[src/hdl/pot_pkg.sv]
package pot_pkg;

    localparam logic [2:0] ACT_RUN       = 3'd0;
    localparam logic [2:0] ACT_CREATE    = 3'd1;
    localparam logic [2:0] ACT_START     = 3'd2;
    localparam logic [2:0] ACT_STOP      = 3'd3;
    localparam logic [2:0] ACT_SET_DELAY = 3'd4;

    localparam logic [1:0] ST_OK          = 2'd0;
    localparam logic [1:0] ST_INVALID     = 2'd1;
    localparam logic [1:0] ST_NOT_RUNNING = 2'd2;
    localparam logic [1:0] ST_NOT_CREATED = 2'd3;

    // firings reported by one run item at most
    localparam int MAX_ROWS  = 8;
    localparam int ROW_CNT_W = $clog2(MAX_ROWS + 1);

    typedef struct packed {
        logic [2:0]  action;
        logic [2:0]  channel;
        logic [31:0] delay_ticks;
        logic        periodic;
        logic [31:0] now;
    } pot_cmd_t;

    typedef struct packed {
        logic [1:0]  status;
        logic        fired;
        logic [2:0]  fired_channel;
        logic [31:0] due_time;
        logic        last;
    } pot_result_t;

    typedef struct packed {
        logic        go;
        logic [31:0] num;
        logic [31:0] den;
    } pot_div_req_t;

endpackage

[src/hdl/pot_div.sv]
module pot_div
    import pot_pkg::*;
(
    input  logic         clk,
    input  logic         rst_n,
    input  pot_div_req_t req,
    output logic         done,
    output logic [31:0]  rem
);

    typedef enum logic [1:0] {
        D_IDLE = 2'b01,
        D_RUN  = 2'b10
    } div_state_t;

    div_state_t  state_reg, state_next;
    logic [4:0]  cnt_reg, cnt_next;
    logic        done_reg, done_next;
    logic [31:0] dvd_reg, dvd_next;
    logic [31:0] den_reg, den_next;
    logic [31:0] rem_reg, rem_next;
    logic [32:0] shifted;

    // restoring division, one quotient bit per cycle, only the remainder is kept
    assign shifted = {rem_reg, dvd_reg[31]};

    always_comb
    begin
        state_next = state_reg;
        cnt_next   = cnt_reg;
        done_next  = 1'b0;
        dvd_next   = dvd_reg;
        den_next   = den_reg;
        rem_next   = rem_reg;
        case (state_reg)
            D_IDLE:
            begin
                if (req.go)
                begin
                    dvd_next   = req.num;
                    den_next   = req.den;
                    rem_next   = '0;
                    cnt_next   = '0;
                    state_next = D_RUN;
                end
            end
            D_RUN:
            begin
                // the partial remainder stays below the divisor, so 32 bits hold it
                if (shifted >= {1'b0, den_reg})
                    rem_next = 32'(shifted - {1'b0, den_reg});
                else
                    rem_next = shifted[31:0];
                dvd_next = {dvd_reg[30:0], 1'b0};
                cnt_next = cnt_reg + 5'd1;
                if (cnt_reg == 5'd31)
                begin
                    done_next  = 1'b1;
                    state_next = D_IDLE;
                end
            end
            default:
            begin
                state_next = D_IDLE;
            end
        endcase
    end

    always_ff @(posedge clk or negedge rst_n)
    begin
        if (!rst_n)
        begin
            state_reg <= D_IDLE;
            cnt_reg   <= '0;
            done_reg  <= 1'b0;
        end
        else
        begin
            state_reg <= state_next;
            cnt_reg   <= cnt_next;
            done_reg  <= done_next;
        end
    end

    always_ff @(posedge clk)
    begin
        dvd_reg <= dvd_next;
        den_reg <= den_next;
        rem_reg <= rem_next;
    end

    assign done = done_reg;
    assign rem  = rem_reg;

endmodule

[src/hdl/periodic_oneshot_timer_bank.sv]
// create, start, stop and set delay each give one result, flagged last, from the execute state.
// a run marks due channels in S_MARK, then per firing scans every channel in S_SCAN and picks
// in S_PICK, waiting in S_DIV on the shared serial divider when a periodic channel catches up;
// a last scan that finds nothing, or the MAX_ROWS-th firing, leads to S_FIN, which ends it.
// one item at a time: busy falls in the cycle that carries the last result strobe.
// async active-low reset clears all channels (not created, inactive, zero delay and wakeup).
module periodic_oneshot_timer_bank
    import pot_pkg::*;
#(
    parameter int NUM_TIMERS = 8
)
(
    input  logic        clk,
    input  logic        rst_n,
    input  logic        start,
    output logic        busy,
    input  pot_cmd_t    command,
    output logic        strobe,
    output pot_result_t result
);

    localparam int CH_W = (NUM_TIMERS > 1) ? $clog2(NUM_TIMERS) : 1;
    localparam logic [CH_W-1:0] LAST_IDX = CH_W'(NUM_TIMERS - 1);

    typedef enum logic [6:0] {
        S_IDLE = 7'b0000001,
        S_EXEC = 7'b0000010,
        S_MARK = 7'b0000100,
        S_SCAN = 7'b0001000,
        S_PICK = 7'b0010000,
        S_DIV  = 7'b0100000,
        S_FIN  = 7'b1000000
    } state_t;

    state_t      state_reg, state_next;
    logic        strobe_reg, strobe_next;
    pot_result_t result_reg, result_next;
    pot_cmd_t    cmd_reg, cmd_next;

    logic [31:0] delay_reg [NUM_TIMERS];
    logic [31:0] delay_next [NUM_TIMERS];
    logic [31:0] wake_reg [NUM_TIMERS];
    logic [31:0] wake_next [NUM_TIMERS];
    logic [NUM_TIMERS-1:0] mode_reg, mode_next;
    logic [NUM_TIMERS-1:0] act_reg, act_next;
    logic [NUM_TIMERS-1:0] crt_reg, crt_next;
    logic [NUM_TIMERS-1:0] due_reg, due_next;

    logic [CH_W-1:0]      idx_reg, idx_next;
    logic                 found_reg, found_next;
    logic [CH_W-1:0]      best_reg, best_next;
    logic [31:0]          best_wake_reg, best_wake_next;
    logic                 pend_valid_reg, pend_valid_next;
    logic [CH_W-1:0]      pend_ch_reg, pend_ch_next;
    logic [31:0]          pend_due_reg, pend_due_next;
    logic [ROW_CNT_W-1:0] rows_reg, rows_next;
    logic [31:0]          num_reg, num_next;

    pot_div_req_t div_req;
    logic         div_done;
    logic [31:0]  div_rem;

    logic [CH_W-1:0] ch_idx;
    logic            in_range;
    logic [1:0]      st;
    logic [31:0]     best_delay;
    logic [31:0]     next_time;
    logic [31:0]     catch_num;

    assign ch_idx     = CH_W'(cmd_reg.channel);
    assign in_range   = ({29'd0, cmd_reg.channel} < 32'(NUM_TIMERS));
    assign best_delay = delay_reg[best_reg];
    assign next_time  = best_wake_reg + best_delay;
    // ceiling rounding folded into the dividend; the aligned step is num minus remainder
    assign catch_num  = cmd_reg.now - best_wake_reg + best_delay - 32'd1;

    pot_div u_div (
        .clk   (clk),
        .rst_n (rst_n),
        .req   (div_req),
        .done  (div_done),
        .rem   (div_rem)
    );

    always_comb
    begin
        state_next      = state_reg;
        strobe_next     = 1'b0;
        result_next     = result_reg;
        cmd_next        = cmd_reg;
        delay_next      = delay_reg;
        wake_next       = wake_reg;
        mode_next       = mode_reg;
        act_next        = act_reg;
        crt_next        = crt_reg;
        due_next        = due_reg;
        idx_next        = idx_reg;
        found_next      = found_reg;
        best_next       = best_reg;
        best_wake_next  = best_wake_reg;
        pend_valid_next = pend_valid_reg;
        pend_ch_next    = pend_ch_reg;
        pend_due_next   = pend_due_reg;
        rows_next       = rows_reg;
        num_next        = num_reg;
        div_req         = '0;
        st              = ST_OK;

        case (state_reg)
            S_IDLE:
            begin
                if (start)
                begin
                    cmd_next = command;
                    if (command.action == ACT_RUN)
                    begin
                        idx_next        = '0;
                        rows_next       = '0;
                        pend_valid_next = 1'b0;
                        state_next      = S_MARK;
                    end
                    else
                    begin
                        state_next = S_EXEC;
                    end
                end
            end

            S_EXEC:
            begin
                if (!in_range)
                begin
                    st = ST_INVALID;
                end
                else
                begin
                    case (cmd_reg.action)
                        ACT_CREATE:
                        begin
                            if (cmd_reg.delay_ticks == 32'd0)
                                st = ST_INVALID;
                            else
                            begin
                                delay_next[ch_idx] = cmd_reg.delay_ticks;
                                mode_next[ch_idx]  = cmd_reg.periodic;
                                act_next[ch_idx]   = 1'b0;
                                wake_next[ch_idx]  = '0;
                                crt_next[ch_idx]   = 1'b1;
                            end
                        end
                        ACT_START:
                        begin
                            if (!crt_reg[ch_idx])
                                st = ST_NOT_CREATED;
                            else
                            begin
                                wake_next[ch_idx] = cmd_reg.now + delay_reg[ch_idx];
                                act_next[ch_idx]  = 1'b1;
                            end
                        end
                        ACT_STOP:
                        begin
                            if (!act_reg[ch_idx])
                                st = ST_NOT_RUNNING;
                            else if (!crt_reg[ch_idx])
                                st = ST_NOT_CREATED;
                            else
                            begin
                                act_next[ch_idx]  = 1'b0;
                                wake_next[ch_idx] = '0;
                            end
                        end
                        ACT_SET_DELAY:
                        begin
                            if (cmd_reg.delay_ticks == 32'd0)
                                st = ST_INVALID;
                            else
                            begin
                                delay_next[ch_idx] = cmd_reg.delay_ticks;
                                if (act_reg[ch_idx] && crt_reg[ch_idx])
                                    wake_next[ch_idx] = cmd_reg.now + cmd_reg.delay_ticks;
                            end
                        end
                        default:
                        begin
                            st = ST_INVALID;
                        end
                    endcase
                end
                result_next = '{status: st, fired: 1'b0, fired_channel: 3'd0,
                                due_time: 32'd0, last: 1'b1};
                strobe_next = 1'b1;
                state_next  = S_IDLE;
            end

            S_MARK:
            begin
                due_next[idx_reg] = act_reg[idx_reg] && (wake_reg[idx_reg] <= cmd_reg.now);
                if (idx_reg == LAST_IDX)
                begin
                    idx_next   = '0;
                    found_next = 1'b0;
                    state_next = S_SCAN;
                end
                else
                begin
                    idx_next = idx_reg + CH_W'(1);
                end
            end

            S_SCAN:
            begin
                // strict less-than keeps the lower channel on equal wakeups
                if (due_reg[idx_reg] && (!found_reg || (wake_reg[idx_reg] < best_wake_reg)))
                begin
                    best_next      = idx_reg;
                    best_wake_next = wake_reg[idx_reg];
                    found_next     = 1'b1;
                end
                if (idx_reg == LAST_IDX)
                    state_next = S_PICK;
                else
                    idx_next = idx_reg + CH_W'(1);
            end

            S_PICK:
            begin
                if (!found_reg)
                begin
                    state_next = S_FIN;
                end
                else
                begin
                    // a held firing goes out only once it is known not to be the last
                    if (pend_valid_reg)
                    begin
                        result_next = '{status: ST_OK, fired: 1'b1,
                                        fired_channel: 3'(pend_ch_reg),
                                        due_time: pend_due_reg, last: 1'b0};
                        strobe_next = 1'b1;
                    end
                    pend_valid_next    = 1'b1;
                    pend_ch_next       = best_reg;
                    pend_due_next      = best_wake_reg;
                    due_next[best_reg] = 1'b0;
                    rows_next          = rows_reg + ROW_CNT_W'(1);
                    idx_next           = '0;
                    found_next         = 1'b0;
                    if (rows_reg + ROW_CNT_W'(1) == ROW_CNT_W'(MAX_ROWS))
                        state_next = S_FIN;
                    else
                        state_next = S_SCAN;

                    if (mode_reg[best_reg])
                    begin
                        if (best_delay == 32'd0)
                            wake_next[best_reg] = next_time;
                        else if (next_time == cmd_reg.now)
                            wake_next[best_reg] = next_time + best_delay;
                        else if (next_time < cmd_reg.now)
                        begin
                            div_req.go  = 1'b1;
                            div_req.num = catch_num;
                            div_req.den = best_delay;
                            num_next    = catch_num;
                            state_next  = S_DIV;
                        end
                        else
                            wake_next[best_reg] = next_time;
                    end
                    else
                    begin
                        act_next[best_reg]  = 1'b0;
                        wake_next[best_reg] = '0;
                    end
                end
            end

            S_DIV:
            begin
                if (div_done)
                begin
                    wake_next[best_reg] = best_wake_reg + (num_reg - div_rem);
                    if (rows_reg == ROW_CNT_W'(MAX_ROWS))
                        state_next = S_FIN;
                    else
                        state_next = S_SCAN;
                end
            end

            S_FIN:
            begin
                if (pend_valid_reg)
                    result_next = '{status: ST_OK, fired: 1'b1,
                                    fired_channel: 3'(pend_ch_reg),
                                    due_time: pend_due_reg, last: 1'b1};
                else
                    result_next = '{status: ST_OK, fired: 1'b0, fired_channel: 3'd0,
                                    due_time: 32'd0, last: 1'b1};
                strobe_next = 1'b1;
                state_next  = S_IDLE;
            end

            default:
            begin
                state_next = S_IDLE;
            end
        endcase
    end

    always_ff @(posedge clk or negedge rst_n)
    begin
        if (!rst_n)
        begin
            state_reg      <= S_IDLE;
            strobe_reg     <= 1'b0;
            mode_reg       <= '0;
            act_reg        <= '0;
            crt_reg        <= '0;
            due_reg        <= '0;
            idx_reg        <= '0;
            found_reg      <= 1'b0;
            pend_valid_reg <= 1'b0;
            rows_reg       <= '0;
            for (int i = 0; i < NUM_TIMERS; i++)
            begin
                delay_reg[i] <= '0;
                wake_reg[i]  <= '0;
            end
        end
        else
        begin
            state_reg      <= state_next;
            strobe_reg     <= strobe_next;
            mode_reg       <= mode_next;
            act_reg        <= act_next;
            crt_reg        <= crt_next;
            due_reg        <= due_next;
            idx_reg        <= idx_next;
            found_reg      <= found_next;
            pend_valid_reg <= pend_valid_next;
            rows_reg       <= rows_next;
            delay_reg      <= delay_next;
            wake_reg       <= wake_next;
        end
    end

    always_ff @(posedge clk)
    begin
        result_reg    <= result_next;
        cmd_reg       <= cmd_next;
        best_reg      <= best_next;
        best_wake_reg <= best_wake_next;
        pend_ch_reg   <= pend_ch_next;
        pend_due_reg  <= pend_due_next;
        num_reg       <= num_next;
    end

    assign busy   = (state_reg != S_IDLE);
    assign strobe = strobe_reg;
    assign result = result_reg;

endmodule
[config.mk]
export PLATFORM = sky130hd
export DESIGN_NAME = periodic_oneshot_timer_bank
export DESIGN_NICKNAME = d
export VERILOG_FILES = /design/src/hdl/pot_pkg.sv /design/src/hdl/pot_div.sv /design/src/hdl/periodic_oneshot_timer_bank.sv
export SDC_FILE = /design/constraint.sdc
export NUM_CORES = 2
export LEC_CHECK = 0
export CORE_ASPECT_RATIO = 0.75
export CORE_MARGIN = 3
export CORE_UTILIZATION = 50
export CTS_CLUSTER_SIZE = 8
export DETAILED_ROUTE_END_ITERATION = 7
export DONT_BUFFER_PORTS = 1
export REMOVE_ABC_BUFFERS = 1
export SKIP_LAST_GASP = 1
export SLEW_MARGIN = 10
export SYNTH_ARGS = -nofsm -noshare
export SYNTH_HDL_FRONTEND = slang
export SYNTH_SLANG_ARGS = --single-unit
export TNS_END_PERCENT = 30
[constraint.sdc]
create_clock -name clk -period 10.5 [get_ports clk]
set_input_delay 2.1 -clock clk [delete_from_list [all_inputs] [get_ports clk]]
set_output_delay 2.1 -clock clk [all_outputs]
set_load 0.005 [all_outputs]
## After elaboration in Yosys (flattened, before gate mapping)

Cells that the tools add are included.

| storage, ports and cells | value |
|---|---|
| register bits | 877 |
| output and inout port bits | 41 |
| input port bits | 74 |
| word-level logic and storage cells | 297 |

| operators by class | value |
|---|---|
| order comparisons | 15 |
| mux-type cells | 120 |
| add/sub/neg operators | 13 |
| bitwise gates (word level) | 21 |
| eq/ne operators | 40 |
| reduce and logical (&&, ||, !) cells | 41 |

Operators with widths:

| operator | number |
|---|---|
| 2-to-1 mux 256 bit | 12 |
| bitwise mux 256 bit | 6 |
| case mux 256 bit (4 select lines) | 1 |
| case mux 256 bit (3 select lines) | 1 |
| AND 256 bit | 2 |
| NOT 256 bit | 2 |
| 2-to-1 mux 65 bit | 6 |
| 2-to-1 mux 32 bit | 11 |
| binary-select mux 32 bit (select 3 bit) | 3 |
| adder 32 bit | 6 |
| demux 32 bit (select 3 bit) | 2 |
| case mux 32 bit (2 select lines) | 2 |
| case mux 39 bit (3 select lines) | 1 |
| subtractor 32 bit | 3 |
| 2-to-1 mux 39 bit | 2 |
| 2-to-1 mux 7 bit | 11 |
| zero test 32 bit | 2 |
| less-than comparator 32 bit | 2 |
| 2-to-1 mux 8 bit | 7 |
| 2-to-1 mux 37 bit | 1 |
| case mux 7 bit (5 select lines) | 1 |
| greater-or-equal comparator 33 x 32 -> 1 bit | 1 |
| equality test 32 bit | 1 |
| <= comparator 32 bit | 1 |
| 67 further kinds | 163 |

## Longest topological paths before layout

| logic depth | value |
|---|---|
| depth after elaboration | 14 |
| mapped depth | 33 |
| gate-level depth less buffers | 26 |

## Hierarchy

A second synthesis with hierarchy kept.

| second synthesis, totals | value |
|---|---|
| cells, all modules | 6085 |
| area total of the unflattened synthesis | 58409.8 um^2 |

Modules (own cells, without submodules):

| module | instances | area each (um^2) | cells each |
|---|---|---|---|
| periodic_oneshot_timer_bank | 1 | 52615.5 | 5510 |
| pot_div | 1 | 5794.3 | 575 |

## Worst setup path before layout

No wires, ideal clock.

| timing | value |
|---|---|
| path kind | flip-flop to flip-flop |
| from | register best_reg[0] |
| to | register u_div.cnt_reg[2] |
| path slack | 2.370 ns |
| arrival | 8.011 ns |
| required time | 10.382 ns |
| stages on the path, launching flop included | 30 |
| clock period less this slack | 8.130 ns |
| cells stage by stage | edfxtp_1 -> buf_6 -> buf_6 -> buf_4 -> buf_6 -> clkbuf_1 -> buf_1 -> mux4_2 -> mux2i_1 -> inv_1 -> ha_1 -> clkbuf_1 -> a21oi_1 -> o311ai_0 -> nand2b_1 -> o21ai_0 -> nand4b_1 -> and4_1 -> inv_1 -> ha_1 -> nand3_1 -> nor3_1 -> nor2b_1 -> o21ai_0 -> nor2b_1 -> nand3_1 -> or3b_2 -> nand2_1 -> o21ai_0 -> a21o_1 |

| on the way | value |
|---|---|
| cells in the longest elaborated chain, start to end | 14 |
| elaborated cells on any way between the ends | 18 |

RTL lines:

| what | line | text |
|---|---|---|
| start, declared | periodic_oneshot_timer_bank.sv:51 | `logic [CH_W-1:0] best_reg, best_next;` |
| start signal, assigned | periodic_oneshot_timer_bank.sv:352 | `best_reg <= best_next;` |
| NOT 3 -> 4 bit (implied by the code) * | periodic_oneshot_timer_bank.sv:72 | `assign best_delay = delay_reg[best_reg];` |
| binary-select mux 32 bit (select 3 bit) * | periodic_oneshot_timer_bank.sv:72 |  |
| 2-to-1 mux 32 bit (implied by the code) * (2 in series) | periodic_oneshot_timer_bank.sv:72 |  |
| via best_delay[15] | periodic_oneshot_timer_bank.sv:66 | `logic [31:0] best_delay;` |
| adder 32 bit | periodic_oneshot_timer_bank.sv:73 | `assign next_time = best_wake_reg + best_delay;` |
| less-than comparator 32 bit | periodic_oneshot_timer_bank.sv:260 | `else if (next_time < cmd_reg.now)` |
| 2-to-1 mux 65 bit | periodic_oneshot_timer_bank.sv:260 |  |
| 2-to-1 mux 65 bit | periodic_oneshot_timer_bank.sv:258 | `else if (next_time == cmd_reg.now)` |
| 2-to-1 mux 65 bit * | periodic_oneshot_timer_bank.sv:256 | `if (best_delay == 32'd0)` |
| 2-to-1 mux 65 bit * | periodic_oneshot_timer_bank.sv:254 | `if (mode_reg[best_reg])` |
| 2-to-1 mux 65 bit * | periodic_oneshot_timer_bank.sv:228 | `if (!found_reg)` |
| 2-to-1 mux 65 bit * | periodic_oneshot_timer_bank.sv:109 | `case (state_reg)` |
| inequality test 2 bit (no line) * | n/a |  |
| AND reduction 2 bit (no line) * | n/a |  |
| end signal, assigned | pot_div.sv:80 | `cnt_reg <= cnt_next;` |
| end, declared | pot_div.sv:17 | `logic [4:0] cnt_reg, cnt_next;` |

The timed path passes the listed nets; every way through them passes the cells marked *. The select of a mux whose other input is x is not followed.
A chain may end at the register's enable or synchronous reset.

## Worst setup path after layout

| timing | value |
|---|---|
| from | register best_reg[1] |
| to | register wake_reg[96] in the netlist's numbering |

| on the way | value |
|---|---|
| elaborated cells on any way between the ends | 30 |

RTL lines:

| what | line | text |
|---|---|---|
| NOT 3 -> 4 bit (implied by the code) * | periodic_oneshot_timer_bank.sv:72 |  |
| binary-select mux 32 bit (select 3 bit) * | periodic_oneshot_timer_bank.sv:72 |  |
| 2-to-1 mux 32 bit (implied by the code) * (2 in series) | periodic_oneshot_timer_bank.sv:72 |  |
| via best_delay[1] | periodic_oneshot_timer_bank.sv:66 |  |
| branches (longest 7 deep; another with adder 32 bit) | n/a |  |
| end signal, assigned | periodic_oneshot_timer_bank.sv:344 | `wake_reg <= wake_next;` |
| end, declared | periodic_oneshot_timer_bank.sv:42 | `logic [31:0] wake_reg [NUM_TIMERS];` |

Mark *: on every way through the listed nets, which the timed path passes. The select of a mux whose other input is x is not followed.

==> reports/summary.txt <==
status: finished, violations left
failing checks: design-rule violations, max-capacitance violations, max-slew violations
CTS Hold Bufs: 0
sequential element share of the synthesized area: 0.402
CTS max path bufs: 3
wire per inst: 35.0 um
cells after synthesis: 6003
Hold Path Class: reg -> reg
post-CTS repair timing setup buffer count: 0
internal power: 8.16 mW
1st-pass router iterations: 8
sequential fraction of design power: 0.350
Root Driver: clkbuf_16
yosys warns: 0
port bufs: 0
Via-to-Cell Ratio: 7.19
chip height: 302 um
final WL: 265 mm
Setup Crit Path Kind: reg -> reg
post-synthesis register bit count: 877
DRT iter0 DRCs: 9106
gp weighted congestion: 1.06
number of global-route vias before repair: 50300
Ports: 115
Overflow after GRT: 0
Slew Viols, Final: 435
Async SR Flop Fraction: 0.649
P_sw: 5.60 mW
first-pass GRT wire length: 373 mm
largest area contributor in the netlist: dfrtp_1
core area: 115000 um2
CTS Sinks: 877
Layout Area Growth over Synthesis: 9.63%
final hold vios: 0
EDFF count, synth: 308
Mapped Area: 58500 um2
fill count: 10200
final core area utilization: 0.559
share of cells above drive strength 1: 0.127
Final min period: 9510 ps
largest net degree at the start of global routing: 570
combinational power share: 0.381
Worst Tran Pin Value: 2650 ps
Net count, final: 6433
Leakage Power: 27.7 nW
Detail Route Antenna Nets: 0
Post-Syn Area per Cell: 9.74 um2
Residual DRC: 24
Synth area leaders: dfrtp_1 (24%), edfxtp_1 (16%), ha_1 (6.8%)
final setup fails: 0
number of gates resized after cts: 0
fmax: 105 MHz
placed inst area: 60700 um2
Worst Setup Start Kind: flip-flop
FF/Latch Area: 23500 um2
Worst-path clk slew: 70 ps
R2R depth: 27
Vias: 54400
die area: 121000 um2
Hold Path Stages: 1
Final Cycle Share: 0.905
hpwl dp: 189 mm
TritonCTS clock tree: yes
Max Cap Viol: 2
worst-skew pair later-pin latency: 790 ps
Top FF cell, synth: dfrtp_1
post-synth top area share: 0.243
Clock Skew: 64.1 ps
Multi-input gate area: 32500 um2
# rows: 107
CTS H-Tree Depth: 3
initial antenna violation count: 13
critical path endpoint category: flip-flop
GRT Total Usage: 0.427
cts bufs inserted: 120
power share of the clock group: 0.269
count of unique library cells instantiated by Yosys: 98
worst-path maximum fanout: 88
Initial Util: 0.510
Switching Fraction: 0.407
data arrival time of the critical path: 10200 ps
relative slew slack: -0.765
VDD IR-drop max: 147 uV
Worst Path Required: 11190 ps
RSZ-0062 raised after global routing: no
Die X: 401 um
final instance area: 64100 um2
Power Density: 215 nW/um2
## worst max-delay path, cell delays in order (launching register included)
cell      delay, ps
edfxtp_1        420
buf_12          270
and2_1          420
a221o_1         420
a21oi_1         380
buf_4           240
inv_1            90
fa_1            430
a21o_1          200
a31oi_1         320
o211ai_1        320
a211o_1         430
a41oi_1         590
nor2_1          100
o22ai_1         190
xor2_1          280
inv_1           110
ha_1            330
nand4_1          80
nor3_1          370
nor2b_1         320
nand2_1         160
a21oi_4         630
nand2_1         140
xnor2_1         210
o21ai_0        1090
a22oi_1         550
o21ai_0         200
## area by class of cell
class	instances	share of cell area
multi-input combinational	4421	0.506
sequential	877	0.366
clock buffer	180	0.0505
tap	1526	0.0298
timing repair buffer	186	0.0226
inverter	366	0.0215
clock inverter	9	0.00252
antenna	8	0.000312
## cells in the mapped netlist, drive strengths merged (41+ instances only)
library cell  instances
a221o                43
o22ai                49
fa                   68
a211oi               52
and2                 63
dfrtp               567
o21ai               421
ha                  319
nor2                360
o221ai               49
a21oi               390
o211ai               57
o21a                 51
clkbuf              234
a21o                126
buf                 105
a22oi               351
nand2               453
inv                 364
xnor2               121
nor3                107
nor2b                48
nand4               100
nand3               119
xor2                 62
a221oi               43
edfxtp              308
nand2b               41
mux2i                77
mux2                287
## layer usage
metal	GRT usage	up-vias	wire, um
met2	0.534	4279	95500
li1	-	22500	-
met4	0.232	10	17700
met5	0	-	69
met3	0.215	887	45800
met1	0.589	26700	106000
## worst paths after layout
check | startpoint | to | slack (ps)
setup / recovery | best_reg[1] | wake_reg[96] | 990
max in group asynchronous | rst_n | wake_reg[53] | 7390
min in group asynchronous | rst_n | delay_reg[71] | 1050
hold reg to reg | crt_reg[4] | crt_reg[4] | 460
hold / removal | crt_reg[4] | crt_reg[4] | 460
setup reg to reg | best_reg[1] | wake_reg[96] | 990
## power by group through the flow
stage          registers, mW  logic, mW  clock network [mW]
2_1_floorplan           4.57       3.31                   0
3_3_place_gp            4.81       4.91                   0
3_5_place_dp            4.81       4.95                   0
4_1_cts                 4.76       4.99                3.72
5_1_grt                 4.84       5.55                3.87
6_report                4.81       5.24                3.71
## layout by cell type (no fill, tap or decap), types with 42 or more instances in the layout
cell type  count
ha_1         319
and2_1        60
clkbuf_1      59
xor2_1        62
a22oi_1      349
a221o_1       43
edfxtp_1     308
nor2b_1       45
nor3_1        95
mux2i_1       70
nand2_1      443
o221ai_1      49
a21oi_1      385
o22ai_1       47
buf_4        182
o21a_1        50
nor2_1       354
a221oi_1      42
xnor2_1      121
nand4_1      100
dfrtp_1      567
a21o_1       126
clkbuf_16    120
mux2_2       287
o211ai_1      57
o21ai_0      407
inv_1        361
fa_1          68
nand3_1      117
a211oi_1      52
## kinds of logic (layout without fill, tap and decap cells)
group                    after synthesis  after routing  synth area share
buffers and inverters                705            741            0.0472
AND/OR/NAND/NOR                     1465           1465             0.120
multiplexers                         400            400            0.0824
AO/OA/AOI/OAI                       1986           1986             0.230
flip-flops                           877            877             0.402
adder cells (fa/ha/maj)              387            387            0.0915
other                                  0              8                 0
XOR/XNOR                             183            183            0.0274
## stage by stage
step | setup WS [ps] | cells | power (mW) | hold WS, ps | setup TNS (ps)
finish | 993 | 7573 | 13.8 | 459 | 0
global placement | 1620 | 7376 | 9.72 | 447 | 0
global route | 924 | 7565 | 14.3 | 472 | 0
floorplan | -442 | 5664 | 7.88 | 434 | -16980
detailed placement | 1620 | 7376 | 9.77 | 450 | 0
CTS | 1570 | 7565 | 13.5 | 463 | 0
Power figures use the tool's default switching activity.
